[config.mk]
export PLATFORM = sky130hd
export DESIGN_NAME = consistent_hash_table_builder_flat
export DESIGN_NICKNAME = d
export VERILOG_FILES = /design/src/sv/chtb_pkg.sv /design/src/sv/chtb_ifs.sv /design/src/sv/chtb_ram.sv /design/src/sv/chtb_ctrl.sv /design/src/sv/chtb_dp.sv /design/src/sv/consistent_hash_table_builder.sv /design/src/flat_wrapper.sv
export SDC_FILE = /design/constraint.sdc
export NUM_CORES = 2
export LEC_CHECK = 0
export ABC_AREA = 1
export ABC_CLOCK_PERIOD_IN_PS = 14000
export BUFFER_PORTS_ARGS = -buffer_cell sky130_fd_sc_hd__clkbuf_2
export CORE_MARGIN = 2
export CORE_UTILIZATION = 43
export DETAILED_ROUTE_END_ITERATION = 8
export SLEW_MARGIN = 10
export SYNTH_ARGS = -nofsm -noshare
export SYNTH_HDL_FRONTEND = slang
export SYNTH_HIERARCHICAL = 1
export SYNTH_SLANG_ARGS = --single-unit
[constraint.sdc]
create_clock -name i_clk -period 14 [get_ports i_clk]
set_clock_uncertainty 0.1 [all_clocks]
set_input_delay 2.8 -clock i_clk [delete_from_list [all_inputs] [get_ports i_clk]]
set_output_delay 2.8 -clock i_clk [all_outputs]
set_load 0.05 [all_outputs]
[src/sv/chtb_pkg.sv]
`default_nettype none

package chtb_pkg;

    // Default geometry
    localparam int CHTB_TABLE_SIZE   = 251;
    localparam int CHTB_MAX_BACKENDS = 16;

    // Fixed field widths
    localparam int CFG_W     = 5;
    localparam int KEY_W     = 32;
    localparam int BACKEND_W = 4;

    // Operation codes carried in func
    typedef enum logic {
        FUNC_REBUILD = 1'b0,
        FUNC_LOOKUP  = 1'b1
    } t_func;

    // Permutation hash constants: offset from (HA_MUL*i+HA_ADD) mod HA_MOD,
    // skip from (HS_MUL*i+HS_ADD) mod HS_MOD
    localparam int HA_MUL = 5;
    localparam int HA_ADD = 9;
    localparam int HA_MOD = 211;
    localparam int HS_MUL = 12;
    localparam int HS_ADD = 2;
    localparam int HS_MOD = 379;
    localparam int A_W    = $clog2(HA_MOD);
    localparam int B_W    = $clog2(HS_MOD);

    // Key reduction: DIG_W key bits folded into the remainder per cycle
    localparam int DIG_W     = 4;
    localparam int DIG_STEPS = KEY_W / DIG_W;
    localparam int DIG_CNT_W = $clog2(DIG_STEPS);

    // Controller -> datapath commands
    typedef struct packed {
        logic accept;
        logic clr_step;
        logic init_red;
        logic init_write;
        logic prm_read;
        logic prm_load;
        logic taken_read;
        logic advance;
        logic claim;
        logic prm_write;
        logic sweep_start;
        logic sweep_step;
        logic build_done;
        logic lk_step;
        logic own_read;
        logic emit;
    } t_dp_cmd;

    // Datapath -> controller status
    typedef struct packed {
        logic clr_last;
        logic red_done;
        logic last_bk;
        logic probe_exh;
        logic taken;
        logic full;
        logic progress;
        logic sweep_end;
        logic dig_last;
        logic ready_flag;
        logic out_free;
    } t_dp_sts;

endpackage

`default_nettype wire

[src/sv/chtb_ifs.sv]
`default_nettype none

interface chtb_in_if
    import chtb_pkg::*;
();
    logic             valid;
    logic             ready;
    logic             func;
    logic [KEY_W-1:0] flow_key;

    modport source (output valid, output func, output flow_key, input ready);
    modport sink   (input valid, input func, input flow_key, output ready);
endinterface

interface chtb_out_if
    import chtb_pkg::*;
();
    logic                 valid;
    logic                 ready;
    logic [BACKEND_W-1:0] backend;
    logic                 table_ready;

    modport source (output valid, output backend, output table_ready, input ready);
    modport sink   (input valid, input backend, input table_ready, output ready);
endinterface

interface chtb_cfg_if
    import chtb_pkg::*;
();
    logic             valid;
    logic             ready;
    logic [CFG_W-1:0] data;

    modport source (output valid, output data, input ready);
    modport sink   (input valid, input data, output ready);
endinterface

`default_nettype wire

[src/sv/chtb_ram.sv]
`default_nettype none

module chtb_ram #(
    parameter int WIDTH = 8,
    parameter int DEPTH = 256
) (
    input  wire logic                     i_clk,
    input  wire logic                     i_we,
    input  wire logic [$clog2(DEPTH)-1:0] i_waddr,
    input  wire logic [WIDTH-1:0]         i_wdata,
    input  wire logic                     i_re,
    input  wire logic [$clog2(DEPTH)-1:0] i_raddr,
    output logic      [WIDTH-1:0]         o_rdata
);

    logic [WIDTH-1:0] r_mem [DEPTH];

    always_ff @(posedge i_clk) begin
        if (i_we) begin
            r_mem[i_waddr] <= i_wdata;
        end
        if (i_re) begin
            o_rdata <= r_mem[i_raddr];
        end
    end

endmodule

`default_nettype wire

[src/sv/chtb_ctrl.sv]
`default_nettype none

module chtb_ctrl
    import chtb_pkg::*;
(
    input  wire logic    i_clk,
    input  wire logic    i_rst_n,
    input  wire logic    i_in_valid,
    input  wire logic    i_in_func,
    output logic         o_in_ready,
    input  wire t_dp_sts i_sts,
    output t_dp_cmd      o_cmd
);

    typedef enum logic [13:0] {
        S_IDLE    = 14'b00000000000001,
        S_CLEAR   = 14'b00000000000010,
        S_INIT    = 14'b00000000000100,
        S_FILL_RD = 14'b00000000001000,
        S_FILL_LD = 14'b00000000010000,
        S_PROBE   = 14'b00000000100000,
        S_CHECK   = 14'b00000001000000,
        S_NEXT    = 14'b00000010000000,
        S_SWEEP   = 14'b00000100000000,
        S_LK_RED  = 14'b00001000000000,
        S_LK_RD   = 14'b00010000000000,
        S_EMIT    = 14'b00100000000000,
        S_SPARE0  = 14'b01000000000000,
        S_SPARE1  = 14'b10000000000000
    } t_state;

    t_state r_state;
    t_state n_state;

    always_ff @(posedge i_clk) begin
        if (!i_rst_n) begin
            r_state <= S_IDLE;
        end else begin
            r_state <= n_state;
        end
    end

    assign o_in_ready = (r_state == S_IDLE);

    always_comb begin
        n_state = r_state;
        o_cmd   = '0;
        case (r_state)
            S_IDLE: begin
                if (i_in_valid) begin
                    o_cmd.accept = 1'b1;
                    if (i_in_func == FUNC_REBUILD) begin
                        n_state = S_CLEAR;
                    end else if (i_sts.ready_flag) begin
                        n_state = S_LK_RED;
                    end else begin
                        n_state = S_EMIT;
                    end
                end
            end
            S_CLEAR: begin
                o_cmd.clr_step = 1'b1;
                if (i_sts.clr_last) begin
                    n_state = S_INIT;
                end
            end
            S_INIT: begin
                if (i_sts.red_done) begin
                    o_cmd.init_write = 1'b1;
                    if (i_sts.last_bk) begin
                        n_state = S_FILL_RD;
                    end
                end else begin
                    o_cmd.init_red = 1'b1;
                end
            end
            S_FILL_RD: begin
                o_cmd.prm_read = 1'b1;
                n_state        = S_FILL_LD;
            end
            S_FILL_LD: begin
                o_cmd.prm_load = 1'b1;
                n_state        = S_PROBE;
            end
            S_PROBE: begin
                if (i_sts.probe_exh) begin
                    n_state = S_NEXT;
                end else begin
                    o_cmd.taken_read = 1'b1;
                    n_state          = S_CHECK;
                end
            end
            S_CHECK: begin
                if (i_sts.taken) begin
                    o_cmd.advance = 1'b1;
                    n_state       = S_PROBE;
                end else begin
                    o_cmd.claim = 1'b1;
                    n_state     = S_NEXT;
                end
            end
            S_NEXT: begin
                o_cmd.prm_write = 1'b1;
                if (i_sts.full) begin
                    o_cmd.build_done = 1'b1;
                    n_state          = S_EMIT;
                end else if (i_sts.last_bk && !i_sts.progress) begin
                    o_cmd.sweep_start = 1'b1;
                    n_state           = S_SWEEP;
                end else begin
                    n_state = S_FILL_RD;
                end
            end
            S_SWEEP: begin
                o_cmd.sweep_step = 1'b1;
                if (i_sts.sweep_end) begin
                    o_cmd.build_done = 1'b1;
                    n_state          = S_EMIT;
                end
            end
            S_LK_RED: begin
                o_cmd.lk_step = 1'b1;
                if (i_sts.dig_last) begin
                    n_state = S_LK_RD;
                end
            end
            S_LK_RD: begin
                o_cmd.own_read = 1'b1;
                n_state        = S_EMIT;
            end
            S_EMIT: begin
                if (i_sts.out_free) begin
                    o_cmd.emit = 1'b1;
                    n_state    = S_IDLE;
                end
            end
            default: begin
                n_state = S_IDLE;
            end
        endcase
    end

endmodule

`default_nettype wire

[src/sv/chtb_dp.sv]
`default_nettype none

module chtb_dp
    import chtb_pkg::*;
#(
    parameter int TABLE_SIZE   = CHTB_TABLE_SIZE,
    parameter int MAX_BACKENDS = CHTB_MAX_BACKENDS
) (
    input  wire logic                 i_clk,
    input  wire logic                 i_rst_n,
    input  wire t_dp_cmd              i_cmd,
    output t_dp_sts                   o_sts,
    input  wire logic                 i_in_func,
    input  wire logic [KEY_W-1:0]     i_flow_key,
    input  wire logic                 i_cfg_valid,
    input  wire logic [CFG_W-1:0]     i_cfg_data,
    output logic                      o_cfg_ready,
    input  wire logic                 i_out_ready,
    output logic                      o_out_valid,
    output logic [BACKEND_W-1:0]      o_backend,
    output logic                      o_table_ready
);

    localparam int SW     = $clog2(TABLE_SIZE);
    localparam int PW     = $clog2(TABLE_SIZE + 1);
    localparam int BW     = $clog2(MAX_BACKENDS);
    localparam int NB_CAP = (MAX_BACKENDS < TABLE_SIZE) ? MAX_BACKENDS : TABLE_SIZE;
    localparam int NW     = ($clog2(NB_CAP + 1) > CFG_W) ? $clog2(NB_CAP + 1) : CFG_W;
    localparam int RW     = ((SW + 1) > B_W) ? (SW + 1) : B_W;
    localparam int PRM_W  = 2 * SW + PW;

    // Control state
    logic                 r_ready_flag;
    logic                 r_out_valid;
    logic [CFG_W-1:0]     r_num_backends;

    // Build working registers
    logic [BW-1:0]        r_last;
    logic [BW-1:0]        r_bk;
    logic [A_W-1:0]       r_a;
    logic [B_W-1:0]       r_b;
    logic [RW-1:0]        r_ra;
    logic [RW-1:0]        r_rb;
    logic [PW-1:0]        r_k;
    logic [PW-1:0]        r_filled;
    logic                 r_progress;
    logic [SW-1:0]        r_cand;
    logic [SW-1:0]        r_skip;
    logic [PW-1:0]        r_probes;

    // Lookup and result registers
    logic                 r_is_lookup;
    logic [KEY_W-1:0]     r_key;
    logic [SW-1:0]        r_rem;
    logic [DIG_CNT_W-1:0] r_dig;
    logic [BACKEND_W-1:0] r_out_backend;
    logic                 r_out_table_ready;

    // Combinational helpers
    logic [NW-1:0]        nb_ext;
    logic [NW-1:0]        nb_min1;
    logic [NW-1:0]        nb_eff;
    logic [BW-1:0]        last_bk;
    logic [A_W:0]         a_sum;
    logic [A_W:0]         a_wrap;
    logic [B_W:0]         b_sum;
    logic [B_W:0]         b_wrap;
    logic [RW-1:0]        ra_red;
    logic [RW-1:0]        rb_red;
    logic [SW:0]          adv_sum;
    logic [SW:0]          adv_wrap;
    logic [SW-1:0]        cand_adv;
    logic [SW:0]          rem_t;
    logic [SW-1:0]        rem_nxt;
    logic [BW-1:0]        bk_nxt;
    logic [SW-1:0]        sweep_addr;
    logic                 sweep_rd;

    // RAM ports
    logic                 prm_we;
    logic [PRM_W-1:0]     prm_wdata;
    logic [PRM_W-1:0]     prm_rdata;
    logic                 tkn_we;
    logic [SW-1:0]        tkn_waddr;
    logic                 tkn_re;
    logic [SW-1:0]        tkn_raddr;
    logic                 tkn_rdata;
    logic                 own_we;
    logic [SW-1:0]        own_waddr;
    logic [BACKEND_W-1:0] own_wdata;
    logic [BACKEND_W-1:0] own_rdata;

    // Effective backend count: zero counts as one, capped by both limits
    assign nb_ext  = NW'(r_num_backends);
    assign nb_min1 = (nb_ext == '0) ? NW'(1) : nb_ext;
    assign nb_eff  = (nb_min1 > NW'(NB_CAP)) ? NW'(NB_CAP) : nb_min1;
    assign last_bk = BW'(nb_eff - NW'(1));

    // Running hash terms, stepped once per backend
    assign a_sum  = {1'b0, r_a} + (A_W + 1)'(HA_MUL);
    assign a_wrap = (a_sum >= (A_W + 1)'(HA_MOD)) ? a_sum - (A_W + 1)'(HA_MOD) : a_sum;
    assign b_sum  = {1'b0, r_b} + (B_W + 1)'(HS_MUL);
    assign b_wrap = (b_sum >= (B_W + 1)'(HS_MOD)) ? b_sum - (B_W + 1)'(HS_MOD) : b_sum;

    // Reduction of offset mod M and skip mod M-1, one subtract per cycle
    assign ra_red = (r_ra >= RW'(TABLE_SIZE)) ? r_ra - RW'(TABLE_SIZE) : r_ra;
    assign rb_red = (r_rb >= RW'(TABLE_SIZE - 1)) ? r_rb - RW'(TABLE_SIZE - 1) : r_rb;

    // Permutation step
    assign adv_sum  = {1'b0, r_cand} + {1'b0, r_skip};
    assign adv_wrap = (adv_sum >= (SW + 1)'(TABLE_SIZE)) ? adv_sum - (SW + 1)'(TABLE_SIZE)
                                                         : adv_sum;
    assign cand_adv = adv_wrap[SW-1:0];

    assign bk_nxt = (r_bk == r_last) ? '0 : r_bk + BW'(1);

    // Key mod M, DIG_W bits of restoring reduction per cycle
    always_comb begin
        rem_nxt = r_rem;
        rem_t   = '0;
        for (int d = 0; d < DIG_W; d++) begin
            rem_t = {rem_nxt, r_key[KEY_W-1-d]};
            if (rem_t >= (SW + 1)'(TABLE_SIZE)) begin
                rem_t = rem_t - (SW + 1)'(TABLE_SIZE);
            end
            rem_nxt = rem_t[SW-1:0];
        end
    end

    // Final sweep: read slot k, write owner of slot k-1 in the next cycle
    assign sweep_rd   = i_cmd.sweep_step && (r_k != PW'(TABLE_SIZE));
    assign sweep_addr = SW'(r_k - PW'(1));

    // Per-backend walk state: {candidate, skip, probes}
    assign prm_we    = i_cmd.init_write || i_cmd.prm_write;
    assign prm_wdata = i_cmd.init_write ? {SW'(r_ra), SW'(r_rb) + SW'(1), PW'(0)}
                                        : {r_cand, r_skip, r_probes};

    assign tkn_we    = i_cmd.clr_step || i_cmd.claim;
    assign tkn_waddr = i_cmd.clr_step ? r_k[SW-1:0] : r_cand;
    assign tkn_re    = i_cmd.taken_read || sweep_rd;
    assign tkn_raddr = i_cmd.taken_read ? r_cand : r_k[SW-1:0];

    assign own_we    = i_cmd.claim || (i_cmd.sweep_step && (r_k != '0) && !tkn_rdata);
    assign own_waddr = i_cmd.claim ? r_cand : sweep_addr;
    assign own_wdata = i_cmd.claim ? BACKEND_W'(r_bk) : '0;

    chtb_ram #(
        .WIDTH (PRM_W),
        .DEPTH (MAX_BACKENDS)
    ) u_prm_ram (
        .i_clk   (i_clk),
        .i_we    (prm_we),
        .i_waddr (r_bk),
        .i_wdata (prm_wdata),
        .i_re    (i_cmd.prm_read),
        .i_raddr (r_bk),
        .o_rdata (prm_rdata)
    );

    chtb_ram #(
        .WIDTH (1),
        .DEPTH (TABLE_SIZE)
    ) u_tkn_ram (
        .i_clk   (i_clk),
        .i_we    (tkn_we),
        .i_waddr (tkn_waddr),
        .i_wdata (i_cmd.claim),
        .i_re    (tkn_re),
        .i_raddr (tkn_raddr),
        .o_rdata (tkn_rdata)
    );

    chtb_ram #(
        .WIDTH (BACKEND_W),
        .DEPTH (TABLE_SIZE)
    ) u_own_ram (
        .i_clk   (i_clk),
        .i_we    (own_we),
        .i_waddr (own_waddr),
        .i_wdata (own_wdata),
        .i_re    (i_cmd.own_read),
        .i_raddr (r_rem),
        .o_rdata (own_rdata)
    );

    // Control registers
    always_ff @(posedge i_clk) begin
        if (!i_rst_n) begin
            r_ready_flag   <= 1'b0;
            r_out_valid    <= 1'b0;
            r_num_backends <= CFG_W'(1);
        end else begin
            if (i_cfg_valid) begin
                r_num_backends <= i_cfg_data;
            end
            if (i_cmd.build_done) begin
                r_ready_flag <= 1'b1;
            end
            if (i_cmd.emit) begin
                r_out_valid <= 1'b1;
            end else if (i_out_ready) begin
                r_out_valid <= 1'b0;
            end
        end
    end

    // Working registers
    always_ff @(posedge i_clk) begin
        if (i_cmd.accept) begin
            r_is_lookup <= i_in_func;
            r_key       <= i_flow_key;
            r_rem       <= '0;
            r_dig       <= '0;
            r_last      <= last_bk;
            r_bk        <= '0;
            r_k         <= '0;
            r_filled    <= '0;
            r_progress  <= 1'b0;
            r_a         <= A_W'(HA_ADD % HA_MOD);
            r_ra        <= RW'(HA_ADD % HA_MOD);
            r_b         <= B_W'(HS_ADD % HS_MOD);
            r_rb        <= RW'(HS_ADD % HS_MOD);
        end
        if (i_cmd.clr_step || sweep_rd) begin
            r_k <= r_k + PW'(1);
        end
        if (i_cmd.sweep_start) begin
            r_k <= '0;
        end
        if (i_cmd.init_red) begin
            r_ra <= ra_red;
            r_rb <= rb_red;
        end
        if (i_cmd.init_write) begin
            r_a  <= a_wrap[A_W-1:0];
            r_ra <= RW'(a_wrap[A_W-1:0]);
            r_b  <= b_wrap[B_W-1:0];
            r_rb <= RW'(b_wrap[B_W-1:0]);
            r_bk <= bk_nxt;
        end
        if (i_cmd.prm_load) begin
            {r_cand, r_skip, r_probes} <= prm_rdata;
        end
        if (i_cmd.advance || i_cmd.claim) begin
            r_cand   <= cand_adv;
            r_probes <= r_probes + PW'(1);
        end
        if (i_cmd.claim) begin
            r_filled   <= r_filled + PW'(1);
            r_progress <= 1'b1;
        end
        if (i_cmd.prm_write) begin
            r_bk <= bk_nxt;
            if (r_bk == r_last) begin
                r_progress <= 1'b0;
            end
        end
        if (i_cmd.lk_step) begin
            r_rem <= rem_nxt;
            r_key <= r_key << DIG_W;
            r_dig <= r_dig + DIG_CNT_W'(1);
        end
        if (i_cmd.emit) begin
            r_out_backend     <= (r_is_lookup && r_ready_flag) ? own_rdata : '0;
            r_out_table_ready <= r_ready_flag;
        end
    end

    assign o_sts.clr_last   = (r_k == PW'(TABLE_SIZE - 1));
    assign o_sts.red_done   = (r_ra < RW'(TABLE_SIZE)) && (r_rb < RW'(TABLE_SIZE - 1));
    assign o_sts.last_bk    = (r_bk == r_last);
    assign o_sts.probe_exh  = (r_probes >= PW'(TABLE_SIZE));
    assign o_sts.taken      = tkn_rdata;
    assign o_sts.full       = (r_filled == PW'(TABLE_SIZE));
    assign o_sts.progress   = r_progress;
    assign o_sts.sweep_end  = (r_k == PW'(TABLE_SIZE));
    assign o_sts.dig_last   = (r_dig == DIG_CNT_W'(DIG_STEPS - 1));
    assign o_sts.ready_flag = r_ready_flag;
    assign o_sts.out_free   = !r_out_valid || i_out_ready;

    assign o_cfg_ready   = 1'b1;
    assign o_out_valid   = r_out_valid;
    assign o_backend     = r_out_backend;
    assign o_table_ready = r_out_table_ready;

endmodule

`default_nettype wire

[src/sv/consistent_hash_table_builder.sv]
`default_nettype none

// Consistent-hash table builder. Holds a TABLE_SIZE-slot table that maps a
// flow key to one of up to num_backends backends, built by the round-robin
// permutation fill: backend i starts at ((5i+9) mod 211) mod M and steps by
// ((12i+2) mod 379) mod (M-1) + 1, each claiming the next free slot in turn.
// Slots no permutation can reach (non-prime M) go to backend 0. Each input
// beat gives exactly one output beat. func=0 rebuilds and answers backend 0,
// table_ready 1. func=1 looks up flow_key mod M and answers the owner with
// table_ready 1, or 0/0 if no build has finished yet. num_backends is taken
// at the start of each rebuild (0 acts as 1, capped at MAX_BACKENDS and M);
// writing it leaves the standing table alone. The block works on one item
// at a time. A lookup reduces the key remainder (4 key bits per cycle),
// reads the owner RAM and loads the output register once that is free;
// the next item is taken the cycle after. A rebuild clears the occupancy
// RAM, then per backend subtracts once per cycle while either term still
// reaches the table size and then stores its start and step, then runs the
// fill walk, in which each backend visit reads and loads its walk state,
// probes the occupancy RAM until it finds a free slot or has run out, and
// writes the walk state back, and a final sweep when the walk stalls before
// every slot is owned. The output register lets the next item be accepted
// while a result beat still waits.

module consistent_hash_table_builder
    import chtb_pkg::*;
#(
    parameter int TABLE_SIZE   = CHTB_TABLE_SIZE,
    parameter int MAX_BACKENDS = CHTB_MAX_BACKENDS
) (
    input  wire logic   i_clk,
    input  wire logic   i_rst_n,
    chtb_cfg_if.sink    i_cfg,
    chtb_in_if.sink     i_in,
    chtb_out_if.source  o_out
);

    t_dp_cmd cmd;
    t_dp_sts sts;

    // Sequencer: clear, per-backend init, fill walk, sweep, lookup, emit
    chtb_ctrl u_ctrl (
        .i_clk      (i_clk),
        .i_rst_n    (i_rst_n),
        .i_in_valid (i_in.valid),
        .i_in_func  (i_in.func),
        .o_in_ready (i_in.ready),
        .i_sts      (sts),
        .o_cmd      (cmd)
    );

    // Counters, walk registers, the three RAMs and the output register
    chtb_dp #(
        .TABLE_SIZE   (TABLE_SIZE),
        .MAX_BACKENDS (MAX_BACKENDS)
    ) u_dp (
        .i_clk         (i_clk),
        .i_rst_n       (i_rst_n),
        .i_cmd         (cmd),
        .o_sts         (sts),
        .i_in_func     (i_in.func),
        .i_flow_key    (i_in.flow_key),
        .i_cfg_valid   (i_cfg.valid),
        .i_cfg_data    (i_cfg.data),
        .o_cfg_ready   (i_cfg.ready),
        .i_out_ready   (o_out.ready),
        .o_out_valid   (o_out.valid),
        .o_backend     (o_out.backend),
        .o_table_ready (o_out.table_ready)
    );

endmodule

`default_nettype wire

[src/flat_wrapper.sv]
// flat-port wrapper written by rule: the top's interface ports become plain ports
module consistent_hash_table_builder_flat import chtb_pkg::*;
#(
    parameter int TABLE_SIZE   = CHTB_TABLE_SIZE,
    parameter int MAX_BACKENDS = CHTB_MAX_BACKENDS
)
  (i_clk, i_rst_n, i_cfg_valid, i_cfg_data, i_cfg_ready, i_in_valid, i_in_func, i_in_flow_key, i_in_ready, o_out_valid, o_out_backend, o_out_table_ready, o_out_ready);
  chtb_cfg_if i_cfg_i ();
  chtb_in_if i_in_i ();
  chtb_out_if o_out_i ();
  input  wire logic i_clk;
  input  wire logic i_rst_n;
  input wire logic [$bits(i_cfg_i.valid)-1:0] i_cfg_valid;
  input wire logic [$bits(i_cfg_i.data)-1:0] i_cfg_data;
  output wire logic [$bits(i_cfg_i.ready)-1:0] i_cfg_ready;
  input wire logic [$bits(i_in_i.valid)-1:0] i_in_valid;
  input wire logic [$bits(i_in_i.func)-1:0] i_in_func;
  input wire logic [$bits(i_in_i.flow_key)-1:0] i_in_flow_key;
  output wire logic [$bits(i_in_i.ready)-1:0] i_in_ready;
  output wire logic [$bits(o_out_i.valid)-1:0] o_out_valid;
  output wire logic [$bits(o_out_i.backend)-1:0] o_out_backend;
  output wire logic [$bits(o_out_i.table_ready)-1:0] o_out_table_ready;
  input wire logic [$bits(o_out_i.ready)-1:0] o_out_ready;
  assign i_cfg_i.valid = i_cfg_valid;
  assign i_cfg_i.data = i_cfg_data;
  assign i_cfg_ready = i_cfg_i.ready;
  assign i_in_i.valid = i_in_valid;
  assign i_in_i.func = i_in_func;
  assign i_in_i.flow_key = i_in_flow_key;
  assign i_in_ready = i_in_i.ready;
  assign o_out_valid = o_out_i.valid;
  assign o_out_backend = o_out_i.backend;
  assign o_out_table_ready = o_out_i.table_ready;
  assign o_out_i.ready = o_out_ready;
  consistent_hash_table_builder #(.TABLE_SIZE(TABLE_SIZE), .MAX_BACKENDS(MAX_BACKENDS)) u_core (.i_clk(i_clk), .i_rst_n(i_rst_n), .i_cfg(i_cfg_i), .i_in(i_in_i), .o_out(o_out_i));
endmodule
# Yosys cells after proc, flatten, opt, wreduce, memory -nomap -nowiden
# Memories as Yosys holds them, arrays and structs flattened. A register that Yosys moved wholly into a read port is not among the register bits.
# Index checks and enable logic that the tools add are counted.
word_totals:
  register_bits: 154
  latchBits: 0
  mem_bits_rw: 1639
  mem_bits_ro: 0
  input_bits: 43
  n_memories: 3
mem_list:
  columns: ["memory", "words", "word_bits", "rd", "rd_clocked_by_memory_dff", "write_ports", "line_no", "rtl"]
  rows:
  - ["u_core.u_dp.u_own_ram.r_mem", 251, 4, 1, 1, 1, "chtb_ram.sv:16", "logic [WIDTH-1:0] r_mem [DEPTH];"]
  - ["u_core.u_dp.u_prm_ram.r_mem", 16, 24, 1, 1, 1, "chtb_ram.sv:16", null]
  - ["u_core.u_dp.u_tkn_ram.r_mem", 251, 1, 1, 1, 1, "chtb_ram.sv:16", null]
classes:
  n_addsub: 20
  multipliers: 0
  div_mod_pow: 0
  order_cmp: 13
  eq_ne: 28
  shift: 0
  mux: 91
  n_bitwise: 0
  reduce_logical: 31
op_table:
  columns: ["op", "n"]
  rows:
  - ["8-bit 2-to-1 mux", 22]
  - ["14-bit case mux with 12 select lines", 1]
  - ["14-bit 2-to-1 mux", 9]
  - ["9-bit 2-to-1 mux", 10]
  - ["9-bit by 8-bit >= comparator with 1-bit output, second input constant", 8]
  - ["32-bit 2-to-1 mux", 2]
  - ["8-bit subtractor, second input constant", 6]
  - ["8-bit by 1-bit adder with 8-bit output, second input constant", 4]
  - ["1-bit 2-to-1 mux", 32]
  - ["8-bit == test, second input constant", 3]
  - ["24-bit 2-to-1 mux", 1]
  - ["4-bit 2-to-1 mux", 6]
  - ["9-bit by 8-bit less-than comparator with 1-bit output, second input constant", 2]
  - ["9-bit by 8-bit subtractor with 9-bit output, second input constant", 2]
  - ["14-bit by 1-bit == test with 1-bit output, second input constant", 1]
  - ["14-bit by 10-bit == test with 1-bit output, second input constant", 1]
  - ["14-bit by 11-bit == test with 1-bit output, second input constant", 1]
  - ["14-bit by 12-bit == test with 1-bit output, second input constant", 1]
  - ["14-bit by 2-bit == test with 1-bit output, second input constant", 1]
  - ["14-bit by 3-bit == test with 1-bit output, second input constant", 1]
  - ["14-bit by 4-bit == test with 1-bit output, second input constant", 1]
  - ["14-bit by 5-bit == test with 1-bit output, second input constant", 1]
  - ["14-bit by 6-bit == test with 1-bit output, second input constant", 1]
  - ["14-bit by 7-bit == test with 1-bit output, second input constant", 1]
  - ["33 further kinds", 65]

# Depth between registers and ports, before layout
depth:
  depth_word: 9
  mapped_depth: 33

# Hierarchy
# The synthesis kept the hierarchy.
modules_own_cells:
  columns: ["module", "instances", "cells_per_inst", "area_each_um2"]
  rows:
  - ["chtb_ram at u_core.u_dp.u_own_ram", 1, 3748, 42403.2]
  - ["chtb_ram at u_core.u_dp.u_prm_ram", 1, 1597, 17191.5]
  - ["chtb_ram at u_core.u_dp.u_tkn_ram", 1, 1193, 11513.5]
  - ["chtb_dp", 1, 1208, 9469.1]
  - ["chtb_ctrl", 1, 177, 1003.5]

# Least setup slack after synthesis
# No wires, ideal clock.
synth_path:
  kind: "reg-to-reg"
  startpoint: "register u_core.u_ctrl.r_state[8]"
  endpoint: "memory u_core/u_dp/u_own_ram/r_mem[0][0] in the netlist's numbering, data pin"
  arrival_time_ns: 10.148
  required_ns: 13.138
  slack_ns: 2.990
  path_stages_with_launch: 10
  n_path_buf: 2
  cell_sequence: "dfxtp_1 nor2_2 nand2_4 nor2_2 nand2_1 nor2_1 clkbuf_1 clkbuf_1 nand2_1 inv_1"
synth_lines:
  columns: ["element", "line_no", "rtl"]
  rows:
  - ["from (decl)", "chtb_ctrl.sv:32", "t_state r_state;"]
  - ["from (signal assigned)", "chtb_ctrl.sv:39", "r_state <= n_state;"]
  - ["to (decl)", "chtb_ram.sv:16", null]

# Final worst setup path
layout_path:
  startpoint: "register u_core.u_dp.r_rem[0]"
  endpoint: "register u_core.u_dp.r_rem[4], data pin"
layout_between:
  elab_chain_len: 9
layout_lines:
  columns: ["element", "line_no", "rtl"]
  rows:
  - ["from (decl)", "chtb_dp.sv:54", "logic [SW-1:0] r_rem;"]
  - ["from (signal assigned)", "chtb_dp.sv:260", "r_rem <= rem_nxt;"]
  - ["8-bit subtractor / 9-bit by 8-bit >= comparator with 1-bit output (equally long branches)", "chtb_dp.sv:124, chtb_dp.sv:123", null]
  - ["8-bit 2-to-1 mux *", "chtb_dp.sv:123", "if (rem_t >= (SW + 1)'(TABLE_SIZE)) begin"]
  - ["8-bit subtractor / 9-bit by 8-bit >= comparator with 1-bit output (equally long branches)", "chtb_dp.sv:124, chtb_dp.sv:123", null]
  - ["8-bit 2-to-1 mux *", "chtb_dp.sv:123", null]
  - ["8-bit subtractor / 9-bit by 8-bit >= comparator with 1-bit output (equally long branches)", "chtb_dp.sv:124, chtb_dp.sv:123", null]
  - ["8-bit 2-to-1 mux *", "chtb_dp.sv:123", null]
  - ["8-bit subtractor / 9-bit by 8-bit >= comparator with 1-bit output (equally long branches)", "chtb_dp.sv:124, chtb_dp.sv:123", null]
  - ["8-bit 2-to-1 mux *", "chtb_dp.sv:123", null]
  - ["8-bit 2-to-1 mux *", "chtb_dp.sv:259", "if (i_cmd.lk_step) begin"]
# Every way passes the cells marked *; elsewhere a longest branch is shown, timed or not.
# A chain may end at the register's enable or synchronous reset.

==> results.toml <==
[status]
status = "completed"

[clock_tree]
cts.sinks = 1820
cts-root-buf = "clkbuf_16"
path_clk_slew_ns = 0.06
ctsHoldBuffers = 0
clockBufferDepth = 3
cts_resized = 0
post_cts_buffers = 0
htreeDepth = 4
clkLatencyLatePin_ns = 0.83
cts_buffers = 182
cts_tree = "yes"

[route]
vias = 55464
antenna_left = 0
dr.pass1.iters = 6
avgRoutedWirePerCell_um = 19.8
wl_um = 207000
drt-initial-drc-count = 5257
vias_per_cell = 5.31
drc = 0

[pwr]
comb_power_share_pct = 30.4
switching_share_pct = 35.7
leakage_nw = 32.6
power.switching_mw = 5.61
sequentialPowerShare_pct = 39.5
vdd_drop_max_uv = 170
internal-power_mw = 10.1
power_density_nw_per_um2 = 176
p_clk_share_pct = 30.1

[sta]
setup_viol = 0
clock.fmax_mhz = 188
rsz0062_at_grt = "no"
slew_viol_final = 0
tns_ns = 0
slew_headroom_pct = 18.7
max_slew.worst_pin.slew_ns = 1.22
fin_crit_ns = 5.32
whs_ns = 0.326
min_period_over_period_pct = 38.0
setup_ws_ns = 8.68
hold_viol_final = 0

[layout]
stdcell_count = 10446
utilization_pct = 47.3
final_common_cell = "nand2_1"
final_layout_size_suffix_gt1_share_pct = 6.63
num-fill-cells = 17401
area_delta_synth_final_pct = 9.21
nNetsFinal = 7876
final_cell_mix = "nand2_1 (2,347), edfxtp_1 (1,787), nand3_1 (1,526), nor2_1 (675), inv_1 (601)"

[critical_path]
cp_common_cell = "nand2_1"
rr_worst_depth = 30
cp-end-kind = "flop"
arrival_ns = 5.78
slowest_stage = "buf_4"
endpoint = "u_core/u_dp/r_rem[4]"
r2r_slack_ns = 8.68
startpoint = "u_core/u_dp/r_rem[0]"
rr_endpoint = "u_core/u_dp/r_rem[4]"
r2r-start = "u_core/u_dp/r_rem[0]"
path_max_fanout = 86
start_kind = "flop"
cp_slowest_stage_delay_ns = 0.70
critPathKind = "flop to flop"
cp.required_ns = 14.46

[synthesis]
synth_edf_count = 1787
ys_warn_count = 6
ys_seq_elements = 1820
synth_cell_types = 61
synth_nets = 8000
ys_seq_area_share_pct = 66.6
syn_avg_cell_area_um2 = 10.3
synth_ff_type = "edfxtp_1"
syn_inst = 7923
synthArstFlopShare_pct = 0
synth.cell_area_um2 = 81600

[die]
core_um2 = 188000
die_w_um = 440
die_y_um = 440
num_io_pins = 51
start_util_pct = 43.3
dieArea_um2 = 193000
rows = 159

[global_route]
grt_overflow = 0
grt_pass1_vias = 53051
grt_max_degree = 276
grt_pass1_wl_um = 314000
grt.total_usage_pct = 21.1
antenna_found_initial = 4

[placed_design]
finalWeightedCongestion = 0.848
dp_cells = 10110
hpwl_um = 115000
dp_slack_ns = 8.44
io_buffers = 49

[hold_path]
hold_path_depth = 0
hp-class = "flop to flop"

[run]
drv_cap = 0
## metrics by stage
stage / cell area [µm²] / power (mW)
6_report: 89100 / 15.7
5_1_grt: 89100 / 16.6
4_1_cts: 89100 / 15.8
3_5_place_dp: 83300 / 11.1
3_3_place_gp: 83300 / 11.0
2_1_floorplan: 81600 / 9.98
## worst max-delay path, delay by kind of cell (launching register included)
kind                     cells  cell delay, ns
AND/OR/NAND/NOR             21            2.77
adder cells (fa/ha/maj)      4            0.89
buffers and inverters        4            0.90
AO/OA/AOI/OAI                1            0.05
flip-flops                   1            0.33
## cells by family (layout without fill, tap and decap cells)
kind of cell / Yosys count / in the layout / share of synthesized area (%)
AND/OR/NAND/NOR: 4729 / 4729 / 24.8
XOR/XNOR: 44 / 44 / 0.472
adder cells (fa/ha/maj): 34 / 34 / 0.531
other: 1 / 3 / 0.00460
AO/OA/AOI/OAI: 220 / 220 / 1.53
flip-flops: 1820 / 1820 / 66.6
buffers and inverters: 1075 / 1101 / 6.10
## registers in the layout, indices dropped and copies added, names as in the netlist, 9 cells and up
| signal | count |
|---|---|
| u_core/u_dp/u_prm_ram/r_mem | 384 |
| u_core/u_dp/r_rb | 9 |
| u_core/u_ctrl/r_state | 12 |
| u_core/u_dp/r_b | 9 |
| u_core/u_dp/u_tkn_ram/r_mem | 251 |
| u_core/u_dp/u_own_ram/r_mem | 1004 |
| u_core/u_dp/u_prm_ram/o_rdata | 24 |
| u_core/u_dp/r_key | 32 |
| u_core/u_dp/r_ra | 9 |
## worst min-delay path by stage
| stage | startpoint | end |
|---|---|---|
| after global placement | u_core/u_dp/u_prm_ram/o_rdata[9] | u_core/u_dp/r_skip[1] |
| after floorplan | u_core/u_dp/u_prm_ram/o_rdata[8] | u_core/u_dp/r_skip[0] |
| after global routing | u_core/u_dp/u_prm_ram/o_rdata[9] | u_core/u_dp/r_skip[1] |
| after detailed placement | u_core/u_dp/u_prm_ram/o_rdata[9] | u_core/u_dp/r_skip[1] |
| final | u_core/u_dp/u_prm_ram/o_rdata[9] | u_core/u_dp/r_skip[1] |
| after CTS | u_core/u_dp/u_prm_ram/o_rdata[9] | u_core/u_dp/r_skip[1] |
## power by group through the flow
stage / clock network (mW) / registers, mW / logic, mW
global placement: 0 / 6.31 / 4.71
detailed placement: 0 / 6.32 / 4.75
global route: 5.01 / 6.22 / 5.34
floorplan: 0 / 6.29 / 3.68
finish: 4.73 / 6.21 / 4.78
CTS: 4.81 / 6.20 / 4.76
## layout make-up
type	instances	area, µm²	share of cell area, %
multi-input combinational	5028	22500	25.2
timing repair buffer	142	1010	1.13
antenna	2	5.00	0.00562
sequential	1820	54300	61.0
clock inverter	101	916	1.03
inverter	625	2410	2.71
tap	2495	3120	3.50
clock buffer	233	4840	5.43
## metal layers
| layer | track usage (%) | wire, µm | part of all wire [%] |
|---|---|---|---|
| met2 | 34.6 | 97900 | 47 |
| met4 | 7.04 | 6170 | 3.0 |
| met1 | 29.2 | 90300 | 44 |
| met5 | 0 | 0 | 0 |
| met3 | 2.56 | 12200 | 5.9 |
## synth_stat cells, drive strengths merged (2+ instances only)
cell type / count / area (µm²)
a21o: 2 / 15.0
a21oi: 63 / 338
a221oi: 2 / 17.5
a22o: 2 / 17.5
a22oi: 2 / 15.0
a31o: 7 / 61.3
a31oi: 3 / 18.8
buf: 309 / 2090
clkbuf: 141 / 529
clkinv: 5 / 18.8
dfxtp: 33 / 661
edfxtp: 1787 / 53700
ha: 33 / 413
inv: 620 / 2340
nand2: 2396 / 9150
nand3: 1533 / 7750
nand3b: 5 / 37.5
nand4: 41 / 257
nor2: 710 / 2760
nor3: 25 / 130
nor3b: 4 / 30.0
nor4: 5 / 31.3
o211ai: 7 / 52.6
o21a: 4 / 30.0
o21ai: 113 / 569
o21bai: 4 / 30.0
o22ai: 2 / 12.5
o31ai: 2 / 15.0
or2: 8 / 50.1
xnor2: 10 / 87.6
xor2: 34 / 298
Power figures use the tool's default switching activity.
